**config.mk**
```make
export PLATFORM = sky130hd
export DESIGN_NAME = pcvt_div
export DESIGN_NICKNAME = d
export VERILOG_FILES = /design/src/hdl/probabilistic_cvt_center_update_top_assert.svh /design/src/hdl/pcvt_pkg.sv /design/src/hdl/pcvt_div.sv
export SDC_FILE = /design/constraint.sdc
export NUM_CORES = 1
export LEC_CHECK = 0
export BUFFER_PORTS_ARGS = -buffer_cell sky130_fd_sc_hd__buf_2
export CORE_UTILIZATION = 50
export DETAILED_ROUTE_END_ITERATION = 10
export GPL_TIMING_DRIVEN = 0
export PLACE_DENSITY = 0.77
export SLEW_MARGIN = 20
export SYNTH_ARGS = -nofsm -noshare
export SYNTH_HDL_FRONTEND = slang
export SYNTH_SLANG_ARGS = --single-unit
```
**constraint.sdc**
```tcl
create_clock -name clk -period 3.02 [get_ports clk]
set_clock_uncertainty 0.1 [all_clocks]
set_input_delay 0.151 -clock clk [delete_from_list [all_inputs] [get_ports clk]]
set_output_delay 0.151 -clock clk [all_outputs]
set_load 0.01 [all_outputs]
```
**src/hdl/probabilistic_cvt_center_update_top_assert.svh**
```systemverilog
// ----------------------------------------------------------------------------
// Assertion macros for the CVT center update block
// Same-cycle and next-cycle implication checks, clocked on clk, off in reset.
// ----------------------------------------------------------------------------
`ifndef PROBABILISTIC_CVT_CENTER_UPDATE_TOP_ASSERT_SVH
`define PROBABILISTIC_CVT_CENTER_UPDATE_TOP_ASSERT_SVH

// Antecedent implies consequent in the same cycle.
`define PCVT_ASSERT_SAME(lbl, ante, cons, msg) \
    lbl: assert property (@(posedge clk) disable iff (!rst_n) (ante) |-> (cons)) \
        else $error(msg);

// Antecedent implies consequent in the next cycle.
`define PCVT_ASSERT_NEXT(lbl, ante, cons, msg) \
    lbl: assert property (@(posedge clk) disable iff (!rst_n) (ante) |=> (cons)) \
        else $error(msg);

`endif

```
**src/hdl/pcvt_pkg.sv**
```systemverilog
// ----------------------------------------------------------------------------
// pcvt_pkg
// Shared widths, codes and handshake types of the CVT center update block.
// ----------------------------------------------------------------------------
package pcvt_pkg;

    localparam int COORD_W    = 20;
    localparam int COUNT_W    = 16;
    localparam int SUM_W      = 37;
    localparam int IMG_W      = 22;
    localparam int EXT_W      = 19;
    localparam int GCFG_W     = 17;
    localparam int GAIN_W     = 33;
    localparam int GAIN_FRAC  = 16;
    localparam int SQ_W       = 40;
    localparam int DIST_W     = 41;
    localparam int BLEND_W    = 57;
    localparam int MEAN_W     = 22;
    localparam int MAG_W      = 30;
    localparam int ACC_W      = 2 * SUM_W + COUNT_W;
    localparam int SLOT_W     = 10;
    localparam int ACTIVE_W   = 11;
    localparam int MOVED_W    = 11;
    localparam int CFG_IDX_W  = 3;
    localparam int CFG_DATA_W = 19;
    localparam int WRAP_W     = 2;

    localparam int DIV_NW = 58;
    localparam int DIV_DW = 33;
    localparam int DIV_CW = 6;

    typedef enum logic [1:0] {
        KIND_LOAD   = 2'd0,
        KIND_SAMPLE = 2'd1,
        KIND_UPDATE = 2'd2,
        KIND_READ   = 2'd3
    } kind_t;

    typedef enum logic [CFG_IDX_W-1:0] {
        CFG_OLD_SLOPE = 3'd0,
        CFG_OLD_BASE  = 3'd1,
        CFG_NEW_SLOPE = 3'd2,
        CFG_NEW_BASE  = 3'd3,
        CFG_WIDTH     = 3'd4,
        CFG_HEIGHT    = 3'd5,
        CFG_WRAP      = 3'd6,
        CFG_ACTIVE    = 3'd7
    } cfg_idx_t;

    typedef enum logic [4:0] {
        ST_CLEAR,
        ST_IDLE,
        ST_RD,
        ST_SCAN,
        ST_S_ACC_RD,
        ST_S_ACC_WR,
        ST_U_RD,
        ST_U_CHK,
        ST_U_GAIN,
        ST_U_MX_GO,
        ST_U_MX_WT,
        ST_U_MY_GO,
        ST_U_MY_WT,
        ST_U_BL_MUL,
        ST_U_BL_SUM,
        ST_U_NX_GO,
        ST_U_NX_WT,
        ST_U_NY_GO,
        ST_U_NY_WT,
        ST_U_WB
    } state_t;

    typedef struct packed {
        logic              start;
        logic [DIV_NW-1:0] num;
        logic [DIV_DW-1:0] den;
    } div_req_t;

    typedef struct packed {
        logic              done;
        logic [DIV_NW-1:0] quot;
    } div_rsp_t;

endpackage

```
**src/hdl/pcvt_div.sv**
```systemverilog
// ----------------------------------------------------------------------------
// pcvt_div
// Restoring unsigned divider, one quotient bit per cycle.
// ----------------------------------------------------------------------------
module pcvt_div
    import pcvt_pkg::*;
(
    input  logic     clk,
    input  logic     rst_n,
    input  div_req_t req,
    output div_rsp_t rsp
);

    logic              busy_reg;
    logic              done_reg;
    logic [DIV_CW-1:0] cnt_reg;
    logic [DIV_DW-1:0] rem_reg;
    logic [DIV_NW-1:0] quo_reg;
    logic [DIV_DW-1:0] den_reg;

    logic [DIV_DW:0]   trial;
    logic [DIV_DW:0]   diff;
    logic              ge;

    always_comb
    begin
        trial = {rem_reg, quo_reg[DIV_NW-1]};
        diff  = trial - {1'b0, den_reg};
        ge    = (trial >= {1'b0, den_reg});
    end

    always_ff @(posedge clk or negedge rst_n)
    begin
        if (!rst_n)
        begin
            busy_reg <= 1'b0;
            done_reg <= 1'b0;
            cnt_reg  <= '0;
        end
        else
        begin
            done_reg <= 1'b0;
            if (req.start)
            begin
                busy_reg <= 1'b1;
                cnt_reg  <= '0;
            end
            else if (busy_reg)
            begin
                cnt_reg <= cnt_reg + DIV_CW'(1);
                if (cnt_reg == DIV_CW'(DIV_NW - 1))
                begin
                    busy_reg <= 1'b0;
                    done_reg <= 1'b1;
                end
            end
        end
    end

    // shift one dividend bit into the remainder per cycle
    always_ff @(posedge clk)
    begin
        if (req.start)
        begin
            rem_reg <= '0;
            quo_reg <= req.num;
            den_reg <= req.den;
        end
        else if (busy_reg)
        begin
            rem_reg <= ge ? diff[DIV_DW-1:0] : trial[DIV_DW-1:0];
            quo_reg <= {quo_reg[DIV_NW-2:0], ge};
        end
    end

    assign rsp.done = done_reg;
    assign rsp.quot = quo_reg;

endmodule

```
==> Word level (Yosys, flattened, before mapping) <==
Index checks and enable logic that the tools add are counted.
{ "word_totals": {"ff_bits": 132} }
{ "classes": {"add_sub_neg": 2, "order_cmp": 1, "n_eq_ne": 1, "muxes": 11, "n_reduce_logical": 1} }
{ "op_table": {"columns": ["cell", "count"], "rows": [
  ["$mux 58", 2],
  ["$ge 34x33->1", 1],
  ["$mux 33", 1],
  ["$sub 33x33->33", 1],
  ["$mux 6", 2],
  ["$add 6x1->6 const B", 1],
  ["$eq 6x6->1 const B", 1],
  ["$mux 1", 6],
  ["$reduce_bool 2->1", 1]
]} }

==> Longest topological paths before layout <==
{ "depth": {"word_depth": 4, "ltp_mapped": 14, "depth_no_buf": 12} }

==> Least setup slack after synthesis <==
No wires, ideal clock.
{ "synth_path": {"path_type": "reg2reg", "startpoint": "register quo_reg[57]", "endpoint": "register rem_reg[0]", "t_arrival_ns": 3.179, "required_time_ns": 2.832, "path_slack_ns": -0.347, "path_stages_with_launch": 15, "n_path_buf": 2, "period_less_slack_ns": 3.367, "cell_sequence": "edfxtp_1 inv_1 ha_1 inv_1 fa_1 a211oi_2 o21a_2 nor3_4 o41a_4 a41oi_4 a21o_4 buf_6 buf_6 nand2_1 a311oi_2"} }
{ "synth_via": {"elab_chain_len": 2} }
{ "synth_lines": {"columns": ["item", "line", "text"], "rows": [
  ["start, declared", "pcvt_div.sv:18", "logic [DIV_NW-1:0] quo_reg;"],
  ["start signal, assigned", "pcvt_div.sv:66", "quo_reg <= req.num;"],
  ["start signal, assigned", "pcvt_div.sv:72", "quo_reg <= {quo_reg[DIV_NW-2:0], ge};"],
  ["$sub 33x33->33 / $ge 34x33->1 (equally long branches)", "pcvt_div.sv:28, pcvt_div.sv:29", null],
  ["$mux 33 (*)", "pcvt_div.sv:71", "rem_reg <= ge ? diff[DIV_DW-1:0] : trial[DIV_DW-1:0];"],
  ["end signal, assigned", "pcvt_div.sv:71", null],
  ["end, declared", "pcvt_div.sv:17", "logic [DIV_DW-1:0] rem_reg;"]
]} }
Every way passes the cells marked *; elsewhere a longest branch is shown, timed or not.
A chain may end at the register's enable or synchronous reset.

==> Worst setup path in the final report <==
{ "layout_path": {"startpoint": "register quo_reg[57]", "endpoint": "register rem_reg[4]"} }
The elaborated chain is that of the path after synthesis.

==> impl_results.md <==
- Reg-to-reg critical path startpoint: quo_reg[57]$_DFFE_PP_
- Result of the run: complete, but fails checks
- Number of max-cap violations: 0
- Violated checks: setup timing
- Routability congestion estimate from global placement: 0.891
- Top-level I/O count: 153
- Cell taking the most area after synthesis: edfxtp_1
- Number of synthesized register bits: 132
- Achievable clock frequency: 0.318 GHz
- Cell depth of the worst flop-to-flop path: 14
- Sum of buffers and inverters on the critical path: 4
- Cell Count Post-Placement: 984
- Global routing usage on met3: 0.0702
- Detailed-route via count: 6390
- Reg-to-Reg End: rem_reg[4]$_SDFFE_PP0P_
- Final worst path period share: 1.04
- Startpoint of the most critical hold path: req[91]
- CTS tree: yes
- Area share of the largest cell type after synthesis: 0.378
- Antenna Cells: 0
- Via count of the first global-routing pass: 6217
- Post-Synthesis Cell Area: 7230 um^2
- Total count of hold-check failures in the final report: 0
- Average detailed-routed wire length per instance: 19.2 um
- Yosys warning count: 0
- Number of clock sinks seen by CTS: 132
- Maximum number of pins on one net before global-route repair: 59
- Fraction of synthesis flops using an asynchronous set or reset pin: 0.0606
- Slew of the pin with the lowest slew margin: 0.901 ns
- Post-synth cell types: 66
- Proportion of synthesized chip area in sequential cells: 0.497
- Unrepaired setup endpoints after global routing: yes
- Power density normalized to cell area: 479 nW/um^2
- Post-detail-place hpwl: 13000 um
- Placeable core area: 14000 um^2
- Height of the die: 122 um
- Root Buffer Master: clkbuf_16
- Worst hold path cell count: 1
- Setup Crit Path Kind: flip-flop to flip-flop
- Share of layout cells above drive strength 1: 0.326
- Worst-case hold slack: 0.323 ns
- Area occupied by multi-input gates: 3500 um^2
- Final Slew Violations: 0
- Core Rows: 43
- Deepest level of the CTS H-tree: 4
- Final instance count without filler cells: 1123
- Setup Viol. Count Final: 31
- Routing usage on met1: 0.359
- Final sum of negative setup slack: -2.34 ns
- GR Layer Usage met2: 0.488
- Clock period minus final worst setup slack: 3.15 ns
- CP cell instances: inv_1 > ha_2 > inv_2 > fa_2 > a211oi_2 > o21a_2 > nor3_4 > o41a_4 > a41oi_4 > a21o_4 > buf_12 > clkbuf_16 > nand2_2 > a311oi_2
- FF-to-FF setup slack: -0.13 ns
- Total area of sequential cells: 3590 um^2
- Worst-path maximum fanout: 8
- Slowest stage cell on the critical path: edfxtp_1
- Initial core utilization: 0.517
- Largest stage delay on the critical path: 0.39 ns
- Post-CTS clock slew at the launch and capture registers of the worst setup and hold paths: 0.06 ns
- Family with the most delay on the worst path: compound AO/OA/AOI/OAI gates
- Post-detailed-route via-to-cell ratio: 5.69
- Most frequently used flop master after synthesis: edfxtp_1
- Post-synthesis instance total: 652
- Number of flip-flops under the largest register name: 58
- Chip Width: 122 um
- Type of destination of the critical path: flip-flop
- Post-layout nets: 1061
- Num CTS Buffers: 17
- Mean instance size in the synthesized netlist: 11.1 um^2
- Most area-consuming cells after synthesis: edfxtp_1 38%, dfxtp_1 9.1%, mux2_2 8.9%
- Relative slew slack: 0.399
- Leakage: 4.24 nW
- Category of the worst setup path launch point: flip-flop
- Min setup slack post-route: -0.128 ns
- WP data arrival: 3.38 ns
- Path category of the worst min-delay check: input pin to flip-flop
- Initial antenna violation count: 0
- Global-route usage over all layers: 0.289
- Total of fill cells in the finished design: 974
- Overall overflow remaining after global route: 0
- Global-route wire length before repair: 32400 um
- Detailed-route wire length: 21500 um
- Number of DRC markers in iteration 0: 538
- Area growth syn-to-layout: 39.7%
- Number of buffers on the longest clock path: 2
- Top Usage Layer GRT: met2
- WHS Endpoint: den_reg[17]$_DFFE_PP_
- Worst VDD drop: 401 uV
- Die ar.: 15000 um^2
- Post-route ant nets: 0
- Worst-Skew Late Latency: 0.42 ns
- Number of synthesized flops with an enable pin: 91
- Residual DRC count: 0
- Required arrival time at the worst endpoint: 3.25 ns
- Drt first pass iters: 5
- Count of buffers inserted at the top-level ports: 152
- Nets in the synthesized netlist: 782
[per-stage QoR]
step / total power, mW / setup WS (ns) / util / area (um^2)
2_1_floorplan: 2.48 / -0.0476 / - / 7240
3_3_place_gp: 2.70 / -0.847 / 0.588 / 8230
3_5_place_dp: 2.71 / -0.453 / 0.588 / 8230
4_1_cts: 4.81 / -0.136 / 0.712 / 9960
5_1_grt: 4.99 / -0.255 / 0.722 / 10100
6_report: 4.84 / -0.128 / 0.722 / 10100
[layout make-up]
cell class / count / share of cell area
multi-input cells: 444 / 0.347
clock buffers: 19 / 0.0428
repair buffers: 262 / 0.184
inverters: 47 / 0.0177
flip-flops and latches: 132 / 0.356
clock inverters: 12 / 0.0131
plain buffers: 27 / 0.0175
well taps: 180 / 0.0223
[cell usage after synthesis, types with 4 or more instances]
master,instances
nand2_1,48
xnor2_1,9
nor3_1,13
o21a_1,8
a21o_1,11
dfrtp_1,8
a21oi_1,38
or3_1,4
o21bai_1,8
mux2i_1,9
nor2_1,43
xor2_1,13
ha_1,35
nand3b_1,4
a211oi_1,16
a31oi_1,6
inv_1,47
nand3_1,8
and3_1,5
dfxtp_1,33
o21ai_0,18
nor2b_1,5
a32oi_1,4
nand4_1,9
edfxtp_1,91
clkbuf_1,23
a311oi_2,7
mux2_2,57
nor4_1,4
o21ai_1,17
[worst register-to-register path, delay by kind of cell, from the launching register on]
kind                     cells  cell delay [ns]
adder cells (fa/ha/maj)      2             0.55
AO/OA/AOI/OAI                6             1.50
flip-flops                   1             0.39
AND/OR/NAND/NOR              2             0.11
buffers and inverters        4             0.42
[where the power goes]
part / switching (mW) / internal [mW]
logic: 0.336 / 0.341
registers: 0.0737 / 2.08
clock network: 0.797 / 1.21
[how the worst max path moves through the flow]
| stage | start | endpoint | slack [ns] | cells after the start |
|---|---|---|---|---|
| global placement | req[91] | quo_reg[36]$_DFFE_PP_ | -0.85 | 4 |
| CTS | quo_reg[57]$_DFFE_PP_ | rem_reg[1]$_SDFFE_PP0P_ | -0.14 | 14 |
| global route | quo_reg[57]$_DFFE_PP_ | rem_reg[2]$_SDFFE_PP0P_ | -0.25 | 14 |
| finish | quo_reg[57]$_DFFE_PP_ | rem_reg[4]$_SDFFE_PP0P_ | -0.13 | 14 |
| floorplan | quo_reg[57]$_DFFE_PP_ | rem_reg[1]$_SDFFE_PP0P_ | -0.05 | 14 |
| detailed placement | quo_reg[57]$_DFFE_PP_ | rem_reg[28]$_SDFFE_PP0P_ | -0.45 | 13 |
[per-layer routing]
metal,vias to the layer above,share of wire,wire length (um)
li1,2979,-,-
met3,47,0.074,1600
met1,3019,0.41,8770
met4,0,0.026,570
met5,-,0,0
met2,345,0.49,10600
[layout by cell type, fill, tap and decap left out, types with 6 or more instances in the layout]
cell / synthesis / final
nand4_1: 9 / 9
a21oi_1: 38 / 33
nor3_1: 13 / 13
o21bai_1: 8 / 8
buf_2: 1 / 152
xor2_1: 13 / 13
edfxtp_1: 91 / 91
nand3_1: 8 / 8
inv_1: 47 / 45
clkbuf_1: 23 / 22
o21ai_0: 18 / 18
xnor2_1: 9 / 9
dfrtp_1: 8 / 8
mux2i_1: 9 / 6
a21o_1: 11 / 11
dlygate4sd3_1: 0 / 93
ha_1: 35 / 34
o21ai_1: 17 / 16
a311oi_2: 7 / 7
buf_4: 2 / 15
o21a_1: 8 / 8
a211oi_1: 16 / 15
nor2_1: 43 / 43
dfxtp_1: 33 / 33
nand2_1: 48 / 42
mux2_2: 57 / 57
clkbuf_16: 0 / 18
[what timing repair did]
action	4_1_cts	5_1_grt
gates resized for setup	23	21
cloned	0	1
pin swaps	18	12
hold buffers	93	0
endpoints found under the setup margin	34	34
hold endpoints to repair	99	0
setup buffers	13	3
[logic make-up after synthesis]
kind of cell             Yosys count  share of synthesized area
flip-flops                       132                      0.497
XOR/XNOR                          22                     0.0266
AO/OA/AOI/OAI                    165                      0.167
buffers and inverters             76                     0.0427
AND/OR/NAND/NOR                  155                      0.102
adder cells (fa/ha/maj)           36                     0.0633
multiplexers                      66                      0.101
Power figures use the tool's default switching activity.
