[config.mk]
export PLATFORM = sky130hd
export DESIGN_NAME = pcvt_ram
export DESIGN_NICKNAME = d
export VERILOG_FILES = /design/src/hdl/probabilistic_cvt_center_update_top_assert.svh /design/src/hdl/pcvt_ram.sv
export SDC_FILE = /design/constraint.sdc
export NUM_CORES = 1
export LEC_CHECK = 0
export BUFFER_PORTS_ARGS = -buffer_cell sky130_fd_sc_hd__buf_2
export CORE_MARGIN = 2
export CORE_UTILIZATION = 30
export DETAILED_ROUTE_END_ITERATION = 6
export GPL_TIMING_DRIVEN = 0
export PLACE_DENSITY = 0.43
export REMOVE_ABC_BUFFERS = 1
export SETUP_SLACK_MARGIN = 0.4
export SYNTH_ARGS = -nofsm -noshare
export SYNTH_HDL_FRONTEND = slang
export SYNTH_SLANG_ARGS = --single-unit
[constraint.sdc]
create_clock -name clk -period 2.3 [get_ports clk]
set_input_delay 0.115 -clock clk [delete_from_list [all_inputs] [get_ports clk]]
set_output_delay 0.115 -clock clk [all_outputs]
set_load 0.01 [all_outputs]
[src/hdl/probabilistic_cvt_center_update_top_assert.svh]
// ----------------------------------------------------------------------------
// Assertion macros for the CVT center update block
// Same-cycle and next-cycle implication checks, clocked on clk, off in reset.
// ----------------------------------------------------------------------------
`ifndef PROBABILISTIC_CVT_CENTER_UPDATE_TOP_ASSERT_SVH
`define PROBABILISTIC_CVT_CENTER_UPDATE_TOP_ASSERT_SVH

// Antecedent implies consequent in the same cycle.
`define PCVT_ASSERT_SAME(lbl, ante, cons, msg) \
    lbl: assert property (@(posedge clk) disable iff (!rst_n) (ante) |-> (cons)) \
        else $error(msg);

// Antecedent implies consequent in the next cycle.
`define PCVT_ASSERT_NEXT(lbl, ante, cons, msg) \
    lbl: assert property (@(posedge clk) disable iff (!rst_n) (ante) |=> (cons)) \
        else $error(msg);

`endif

[src/hdl/pcvt_ram.sv]
// ----------------------------------------------------------------------------
// pcvt_ram
// Simple dual-port RAM: one write port, one read port, registered read data.
// ----------------------------------------------------------------------------
module pcvt_ram #(
    parameter int WIDTH = 8,
    parameter int DEPTH = 16
) (
    input  logic                     clk,
    input  logic                     we,
    input  logic [$clog2(DEPTH)-1:0] waddr,
    input  logic [WIDTH-1:0]         wdata,
    input  logic [$clog2(DEPTH)-1:0] raddr,
    output logic [WIDTH-1:0]         rdata
);

    logic [WIDTH-1:0] mem [DEPTH];

    always_ff @(posedge clk)
    begin
        if (we)
        begin
            mem[waddr] <= wdata;
        end
        rdata <= mem[raddr];
    end

endmodule

* Word level (Yosys, flattened, before mapping)
Memory sizes are Yosys's and may differ from the RTL's. A register that Yosys moved wholly into a read port is not among the register bits.
Index checks and enable logic that the tools add are counted.
** Word-level totals
- RAM bits :: 128
- Memories :: 1
- Logic and storage cells :: 3
- Flip-flop bits (word level) :: 0
** Memory list
- mem :: depth 16, bits a word 8, read ports 1, clocked after memory_dff 1, wr ports 1, line pcvt_ram.sv:17 : logic [WIDTH-1:0] mem [DEPTH];
** Cells by class
- Mux-type cells :: 2
** Operators with widths (number)
- $mux W1 :: 2

* Depth between registers and ports, before layout
Gate-level depths: netlist (run 1).
- Word-level depth :: 2
- Mapped depth :: 5

* Worst setup path after synthesis (run 1)
Ideal clock, no wire load.
- Path type :: input to register
- From :: input port waddr[2]
- To :: memory mem[0][0] (enable)
- Stages :: 2
- Path buffers :: 0
- Arrival time :: 1.225 ns
- Required time :: 1.917 ns
- Slack :: 0.692 ns
- Cell sequence :: or3b_2 > nor3_1
** RTL lines
- from (decl) :: line pcvt_ram.sv:11 : input logic [$clog2(DEPTH)-1:0] waddr,
- to (decl) :: line pcvt_ram.sv:17
Straight into the memory's write port.

* Final worst setup path (run 1)
- From :: input port we
- To :: memory mem[1][4] (enable)
** Between the ends
- Cells in the longest elaborated chain, start to end :: 2
** Ends and longest elaborated chain
- from (decl) :: line pcvt_ram.sv:10 : input logic we,
- $mux W1 :: line pcvt_ram.sv:21 : if (we)
- $mux W1 (implied by the code) :: line pcvt_ram.sv:23 : mem[waddr] <= wdata;
Every way passes these cells.

==> results of run 1 <==
synth_stat cells (all sizes together):
cell / count
a22oi: 16
dfxtp: 8
nand2b: 2
nor2b: 1
edfxtp: 128
nand3: 1
and2b: 1
or3b: 1
buf: 7
nor3: 4
nand2: 9
mux4: 32
and2: 1
nand3b: 2
nor2: 13
clkdlybuf4s25: 3
sequential cells by signal, summed over array words and instances (netlist names):
signal	flops
rdata	8
mem	128
cells in the final DEF (no fill, tap or decap), drive strengths merged:
cell type / count
mux4: 32
nor2: 13
and2b: 1
nand3: 1
dfxtp: 8
nor3: 4
bufinv: 1
clkinv: 13
or3b: 1
nand3b: 2
and2: 1
buf: 25
clkbuf: 19
nand2: 9
nor2b: 1
a22oi: 16
edfxtp: 128
nand2b: 2
timing repair:
action / 4_1_cts / 5_1_grt
hold buffers: 0 / 0
hold endpoints to repair: 0 / 0
resized for setup: 0 / 1
setup endpoints to repair: 0 / 2
power groups by stage:
stage / Sequential [µW] / Clock, µW / Combinational (µW)
after floorplan: 2840 / 0 / 111
after CTS: 2780 / 2450 / 261
final: 2780 / 2390 / 254
after global placement: 2830 / 0 / 255
after global routing: 2790 / 2550 / 281
after detailed placement: 2840 / 0 / 261
metrics by stage:
step	setup slack (ps)	instance area (µm²)	power, µW	utilization
finish	796	6010	5430	0.360
global route	670	6010	5620	0.360
CTS	480	6010	5500	0.360
detailed placement	51.7	5490	3100	0.329
global placement	-141	5460	3090	0.327
floorplan	692	5060	2950	-
final cells by class:
cell class	count	area, µm²
Tap cell	220	275
Fill cell	1594	10700
Multi-Input combinational cell	83	1080
Timing Repair Buffer	26	139
Clock inverter	14	90.1
Clock buffer	18	429
Sequential cell	136	4000
metal layers:
layer  wire length (µm)  track usage  vias up
met3                337       0.0349       14
met5                  0            0        -
met4                186       0.0637        0
met1               5200        0.185     1204
met2               5030        0.190       41
li1                   -            -     1047
worst max-delay path by stage:
stage	to	cells past startpoint	start	slack, ps
final	mem[1][4]	3	we	800
after global routing	mem[1][5]	3	we	670
after CTS	rdata[3]	4	raddr[0]	480
after detailed placement	rdata[3]	4	raddr[0]	50
after global placement	mem[0][0]	3	we	-140
after floorplan	mem[0][0]	2	waddr[2]	690
logic make-up after synthesis:
group / Yosys count / synth area share
AOI/OAI and AO/OA: 16 / 0.0233
DFF: 136 / 0.778
and+or+nand+nor: 35 / 0.0318
buffers and inverters: 10 / 0.0168
muxes: 32 / 0.150
==> flow_metrics.tcl, run 1 <==
set metrics [dict create \
    peakVddDrop_uv 527 \
    max-cap-violations 0 \
    rsz0062_at_grt "false" \
    path_cells "buf_2 -> or3b_2 -> nor2_1" \
    hold_path_end "mem[6][6]" \
    start_util 0.308 \
    synthToLayoutAreaGrowth_pct 16.8 \
    hold_depth 1 \
    port_buffers 25 \
    fin_crit_sh 0.654 \
    die_w_um 135 \
    worst-setup-path-type "in -> reg" \
    holdWs_ps 86.2 \
    cts.sinks 136 \
    numCtsBuffers 17 \
    power_frac_comb 0.047 \
    dr.pass1.iters 4 \
    ys_types 19 \
    grtUsageTotal 0.131 \
    drive_gt1_frac 0.274 \
    drv_slew 0 \
    setup_tns_ps 0 \
    dieArea_um2 18200 \
    min_period_ps 1500 \
    pwr_density_cell_nw_per_um2 903 \
    worstReg2RegStart "mem[2][5]" \
    drt-initial-drc-count 242 \
    overflow 0 \
    diodes 0 \
    cp_top_family "simple AND/OR/NAND/NOR gates" \
    max_freq_mhz 665 \
    status "complete, no violations" \
    grt_pass1_vias 2467 \
    seq_power_share 0.513 \
    vias 2306 \
    cts_tree "built" \
    power_switching_share 0.205 \
    cts_setup_buffers 0 \
    crit_slowest_cell "nor2_1" \
    end_kind "flip-flop" \
    top_level_ports 26 \
    hold_class "in -> reg" \
    finalClockSkew_ps 4.03 \
    ys_ff_latch 136 \
    yosysWarnings 0 \
    ff2ff_setup_slack_ps 910 \
    grt_start_max_net_pins 33 \
    worst_pin_slew_ps 1050 \
    yosysSeqAreaShare 0.778 \
    yosys-top-cells-area "edfxtp_1 75%, mux4_2 7.9%, mux4_1 7.1%" \
    power.internal_uw 4320 \
    grt_pass1_wl_um 16300 \
    hp-start "wdata[6]" \
    worstRegToRegCells 3 \
    hold_viol_final 0 \
    antenna_found_initial 0 \
    power_switching_uw 1110 \
    slew_headroom 0.298 \
    regToRegEndpoint "rdata[5]" \
    cp_max_fo 8 \
    cp_slowest_stage_delay_ps 770 \
    power_leakage_uw 0.00197 \
    rows 47 \
    synth_cells 229 \
    dp_hpwl_um 6400 \
    vias_per_cell 4.64 \
    required_ps 2330 \
    yosysTopAreaCellShare 0.747 \
    worstPathArrival_ps 1530 \
    worst-path-buf-inv 1 \
    synth.avg_cell_area_um2 22.5 \
    setup_viol 0 \
    netlist_area_um2 5150 \
    insertion_delay_ps 410 \
    cts_root_buf "clkbuf_16" \
    cts_max_level 4 \
    start_kind "input pin" \
    wl_per_cell_um 21.6 \
    final_cells 497 \
    dp.cells 465 \
    die_y_um 135 \
    drt.antenna.violating_nets 0 \
    pwr-share-clk 0.440 \
    nNetsFinal 282 \
    drc_errors 0 \
    cts.clk_slew.worst_paths_ps 50 \
    clock_path_buffers 2 \
    place.gp.congestion 0.724 \
    wl_um 10800 \
    coreArea_um2 16700 \
    yosys.area.top_type "edfxtp_1" \
]
(Power assumes the default switching activity.)
==> run 2, diff against run 1 <==
--- a/config.mk
+++ b/config.mk
@@ -10,7 +10,7 @@
 export CORE_UTILIZATION = 30
 export DETAILED_ROUTE_END_ITERATION = 6
 export GPL_TIMING_DRIVEN = 0
-export PLACE_DENSITY = 0.43
+export PLACE_DENSITY = 0.44
 export REMOVE_ABC_BUFFERS = 1
 export SETUP_SLACK_MARGIN = 0.4
 export SYNTH_ARGS = -nofsm -noshare
==> constraint.sdc (replaced) <==
create_clock -name clk -period 1.35 [get_ports clk]
set_input_delay 0.0675 -clock clk [delete_from_list [all_inputs] [get_ports clk]]
set_output_delay 0.0675 -clock clk [all_outputs]
set_load 0.01 [all_outputs]
==> run 2 against run 1 <==
  * The run now ends with negative setup slack left
  * Sequential power rose by 71%
  * Die area unchanged
  * Combinational power increased by 110%
  * Clock power rose by 85%
  * Non-clock buffer count up 23
  * Count of clock-buffer cells in the layout increased by 7
  * First-iteration DRC count shrank 20%
  * Cell count grew 4.6%
  * Register-to-register slack lost 920 ps
  * Final area grew 8.8%
  * Worst setup slack got worse by 800 ps
  * Critical path type is now reg -> reg
  * Critical endpoint is now rdata[2]
  * Highest routed layer unchanged
==> flow_metrics.tcl, run 2 (synthesis results as in run 1) <==
set metrics [dict create \
    setup_viol 1 \
    rsz0062_at_grt "true" \
    diodes 0 \
    finalClockSkew_ps 5.67 \
    worstReg2RegStart "mem[0][2]" \
    max-cap-violations 0 \
    dp_hpwl_um 6400 \
    hold_viol_final 0 \
    crit_start "mem[0][2]" \
    drive_gt1_frac 0.450 \
    seq_power_share 0.489 \
    drc_errors 0 \
    die_y_um 135 \
    grtUsageTotal 0.132 \
    start_util 0.308 \
    power_switching_uw 1940 \
    status "finished, violations left" \
    top_level_ports 26 \
    cp_max_fo 1 \
    min_period_ps 1360 \
    end_kind "flip-flop" \
    final_cells 520 \
    pwr-share-clk 0.455 \
    mostFrequentLayoutCell "edfxtp_1" \
    dp.cells 466 \
    layout_setup_ws_ps -5.98 \
    clock_path_buffers 2 \
    overflow 0 \
    vias_per_cell 4.67 \
    synthToLayoutAreaGrowth_pct 27.2 \
    nNetsFinal 305 \
    pwr_density_cell_nw_per_um2 1480 \
    port_buffers 25 \
    worst_pin_slew_ps 1110 \
    power_leakage_uw 0.00213 \
    pre_cts_slack_ps -954 \
    largest_register_ffs 128 \
    cts.clk_slew.worst_paths_ps 60 \
    required_ps 1630 \
    drv_slew 0 \
    vias 2429 \
    hp-start "wdata[1]" \
    numCtsBuffers 17 \
    holdBufCountCts 0 \
    power_frac_comb 0.056 \
    grt_pass1_vias 2485 \
    drt-initial-drc-count 194 \
    insertion_delay_ps 410 \
    start_kind "flip-flop" \
    top_regs "mem x128, rdata x8" \
    largest_register "mem" \
    mostFrequentLayoutCells "128 x edfxtp_1, 28 x mux4_2, 22 x buf_2, 17 x clkbuf_16" \
    coreArea_um2 16700 \
    die_w_um 135 \
    cts.sinks 136 \
    antenna_found_initial 0 \
    place.gp.congestion 0.680 \
    cts_root_buf "clkbuf_16" \
    power.internal_uw 7760 \
    dieArea_um2 18200 \
    slew_headroom 0.260 \
    dr.pass1.iters 4 \
    final_core_util 0.392 \
    hold_class "in -> reg" \
    wl_um 11100 \
    power_switching_share 0.200 \
    max_freq_mhz 737 \
    peakVddDrop_uv 843 \
    grt_start_max_net_pins 33 \
    cts_max_level 4 \
    worstPathArrival_ps 1630 \
    fillers 1535 \
    violations "negative setup slack" \
    holdWs_ps 45.2 \
    cts_tree "built" \
    wl_per_cell_um 21.3 \
    fin_crit_sh 1.00 \
    rows 47 \
    worst-setup-path-type "reg -> reg" \
    grt_pass1_wl_um 16400 \
    drt.antenna.violating_nets 0 \
]
-- run 2: cell count changes in the layout (fill, tap and decap cells not counted), moves of 6 or more --
cell      previous run  this run
buf_12               0        12
nor2_1              13         1
nor2_4               0        12
buf_4                0        11
a22oi_1             16         6
a22oi_2              0        10
mux4_1              14         4
mux4_2              18        28
clkbuf_8             0         6
-- run 2: layer usage --
metal,share of wire,vias to the layer above,global-route usage
li1,-,1086,-
met3,0.052,6,0.0450
met4,0.0097,0,0.0446
met5,0,-,0
met2,0.45,55,0.180
met1,0.49,1282,0.198
-- run 2: final cells by class --
| type | instances | area (µm²) | area share |
|---|---|---|---|
| timing repair buffer | 49 | 478 | 0.0730 |
| sequential | 136 | 4010 | 0.612 |
| tap | 220 | 275 | 0.0420 |
| clock buffer | 25 | 515 | 0.0787 |
| multi-input combinational | 83 | 1210 | 0.184 |
| clock inverter | 7 | 65.1 | 0.00994 |
-- run 2: power groups by stage --
stage          sequential (µW)  clock (µW)  combinational (µW)
2_1_floorplan             4840           0                 189
3_3_place_gp              4830           0                 441
3_5_place_dp              4830           0                 451
4_1_cts                   4750        4530                 519
5_1_grt                   4750        4680                 590
6_report                  4750        4420                 540
-- run 2: worst max-delay path, stage by stage, from the launching register on --
cell and delay [ps]:
edfxtp_1 370, mux4_2 470, a22oi_2 250, nand2_1 140
-- run 2: final timing paths --
check / to / slack, ps / cells after the start
worst max-delay path: rdata[2] / -6 / 3
worst min-delay path: mem[2][1] / 50 / 1
worst max register to register: rdata[2] / -6 / 3
worst min register to register: rdata[4] / 670 / 3
-- run 2: stage by stage --
stage	setup TNS, ps	instance area (µm²)	power [µW]
after floorplan	-1680	5060	5030
after global placement	-63430	5460	5270
after global routing	-154	6550	10000
after CTS	-1.02	6340	9790
after detailed placement	-45000	5500	5280
final	-5.98	6550	9700
-- run 2: what timing repair did --
item,4_1_cts,5_1_grt
buffers inserted,8,14
endpoints found under the setup margin,132,96
pin swaps,16,12
gates resized for setup,50,5
==> run 3, diff against run 2 <==
--- a/config.mk
+++ b/config.mk
@@ -7,10 +7,10 @@
 export LEC_CHECK = 0
 export BUFFER_PORTS_ARGS = -buffer_cell sky130_fd_sc_hd__buf_2
 export CORE_MARGIN = 2
-export CORE_UTILIZATION = 30
+export CORE_UTILIZATION = 45
 export DETAILED_ROUTE_END_ITERATION = 6
 export GPL_TIMING_DRIVEN = 0
-export PLACE_DENSITY = 0.44
+export PLACE_DENSITY = 0.62
 export REMOVE_ABC_BUFFERS = 1
 export SETUP_SLACK_MARGIN = 0.4
 export SYNTH_ARGS = -nofsm -noshare
==> run 3 against run 2 <==
  * The run now ends clean
  * Maximum frequency increased by 3.5%
  * Cell count decreased by 17%
  * Core utilization up 17 points
  * Register-to-register slack better by 50 ps
  * Die area decreased by 32%
  * Sequential power barely moved
  * Combinational power is 4.4% lower
  * Via count is 0.70% lower
  * Sequential share of layout area is 2.2 points higher
  * Largest power group unchanged
  * Highest routed layer unchanged
==> flow_metrics.tcl, run 3 (synthesis results as in run 1) <==
set metrics [dict create \
    hold_depth 1 \
    worstRegToRegCells 3 \
    hp-start "wdata[7]" \
    vias 2412 \
    required_ps 1640 \
    min_period_ps 1310 \
    dp_hpwl_um 5630 \
    cts_max_level 4 \
    grt.met3_usage 0.0525 \
    worstReg2RegStart "mem[8][5]" \
    dr.pass1.iters 5 \
    fin_crit_sh 0.971 \
    slew_headroom 0.384 \
    setup_tns_ps 0 \
    final_core_util 0.561 \
    wl_per_cell_um 22.8 \
    drv_slew 0 \
    mostFrequentLayoutCells "128 x edfxtp_1, 27 x mux4_2, 22 x buf_2, 17 x clkbuf_16, 12 x nor2_4" \
    power_leakage_uw 0.00204 \
    port_buffers 25 \
    grtUsageTotal 0.170 \
    top_usage_layer "met2" \
    start_util 0.457 \
    max_freq_mhz 763 \
    cts_tree "built" \
    hold_path_end "mem[3][7]" \
    finalClockSkew_ps 20.8 \
    insertion_delay_ps 420 \
    die_y_um 111 \
    drive_gt1_frac 0.449 \
    worst_pin_slew_ps 923 \
    place.gp.congestion 0.693 \
    pwr_density_cell_nw_per_um2 1530 \
    top_level_ports 26 \
    coreArea_um2 11300 \
    rows 39 \
    mostFrequentLayoutCell "edfxtp_1" \
    largest_register_ffs 128 \
    wl_um 9800 \
    numCtsBuffers 17 \
    grt_start_max_net_pins 33 \
    end_kind "flip-flop" \
    hold_viol_final 0 \
    final_cells 430 \
    fillers 794 \
    max-cap-violations 0 \
    grt.met2_usage 0.258 \
    fin_area_um2 6320 \
    drt-initial-drc-count 148 \
    nNetsFinal 292 \
    status "complete, no violations" \
    dpl_cell_area_um2 5370 \
    die_w_um 111 \
    cts.sinks 136 \
    dieArea_um2 12300 \
    start_kind "flip-flop" \
    holdBufCountCts 0 \
    grt_pass1_wl_um 14800 \
    vias_per_cell 5.61 \
    worst-setup-path-type "reg -> reg" \
    drt.antenna.violating_nets 0 \
    grt_pass1_vias 2459 \
    dp.cells 388 \
    clock_path_buffers 2 \
    drc_errors 0 \
    cts.clk_slew.worst_paths_ps 60 \
    grt_util_met1 0.232 \
    ff2ff_setup_slack_ps 40 \
    largest_register "mem" \
    worstPathArrival_ps 1600 \
    regToRegEndpoint "rdata[5]" \
    hold_class "in -> reg" \
    rsz0062_at_grt "true" \
    cp_max_fo 1 \
    setup_viol 0 \
    top_regs "mem x128, rdata x8" \
    diodes 0 \
    cts_root_buf "clkbuf_16" \
    synthToLayoutAreaGrowth_pct 22.8 \
    peakVddDrop_uv 859 \
    overflow 0 \
    antenna_found_initial 0 \
]
-- run 3: changes by cell type in the layout (fill, tap and decap cells not counted), sizes merged --
cell and change:
clkinv +4, buf -13, clkinvlp +3, clkbuf -8, bufinv +1
-- run 3: worst max-delay path: stages, from the launching register on --
cell and delay, ps:
edfxtp_1 370, mux4_2 480, a22oi_2 210, nand2_1 120
-- run 3: area by class of cell --
type	count	area, µm²	share of cell area
Sequential cell	136	4010	0.634
Multi-Input combinational cell	83	1220	0.194
Clock buffer	17	425	0.0673
Timing Repair Buffer	36	327	0.0517
Tap cell	143	179	0.0283
Clock inverter	15	156	0.0248
-- run 3: report_power, final --
| group | leakage, µW | total, µW | switching, µW | internal (µW) |
|---|---|---|---|---|
| clock | 0.000271 | 4430 | 1720 | 2710 |
| sequential | 0.00122 | 4750 | 24.1 | 4720 |
| combinational | 0.000545 | 516 | 302 | 214 |
| total | 0.00204 | 9690 | 2050 | 7650 |
-- run 3: worst max path at each step --
stage,slack (ps),start,to,cells after the start
after floorplan,-210,waddr[2],mem[0][0],2
after global placement,-840,raddr[0],rdata[3],4
after detailed placement,-900,waddr[2],mem[0][1],3
after CTS,40,mem[9][3],rdata[3],3
after global routing,-10,mem[8][5],rdata[5],3
final,40,mem[8][5],rdata[5],3
-- run 3: per-stage QoR --
step	setup slack (ps)	hold slack [ps]	power, µW
after detailed placement	-902	465	5260
final	39.6	29.5	9690
after global placement	-841	454	5240
after floorplan	-210	166	5030
after global routing	-9.50	41.7	9990
after CTS	39.7	32.7	9730
-- run 3: what timing repair did --
item                                    in CTS  in global routing
gates resized for setup                     51                 12
buffers inserted                             1                  9
pin swaps                                   12                 14
endpoints found under the setup margin     133                 82
gates cloned                                 0                  0
hold endpoints to repair                     0                  0
-- run 3: per-layer routing --
metal	share of wire	routed length [µm]	up-vias
li1	-	-	1060
met1	0.44	4290	1255
met2	0.49	4800	81
met3	0.054	531	16
met4	0.018	180	0
met5	0	0	-
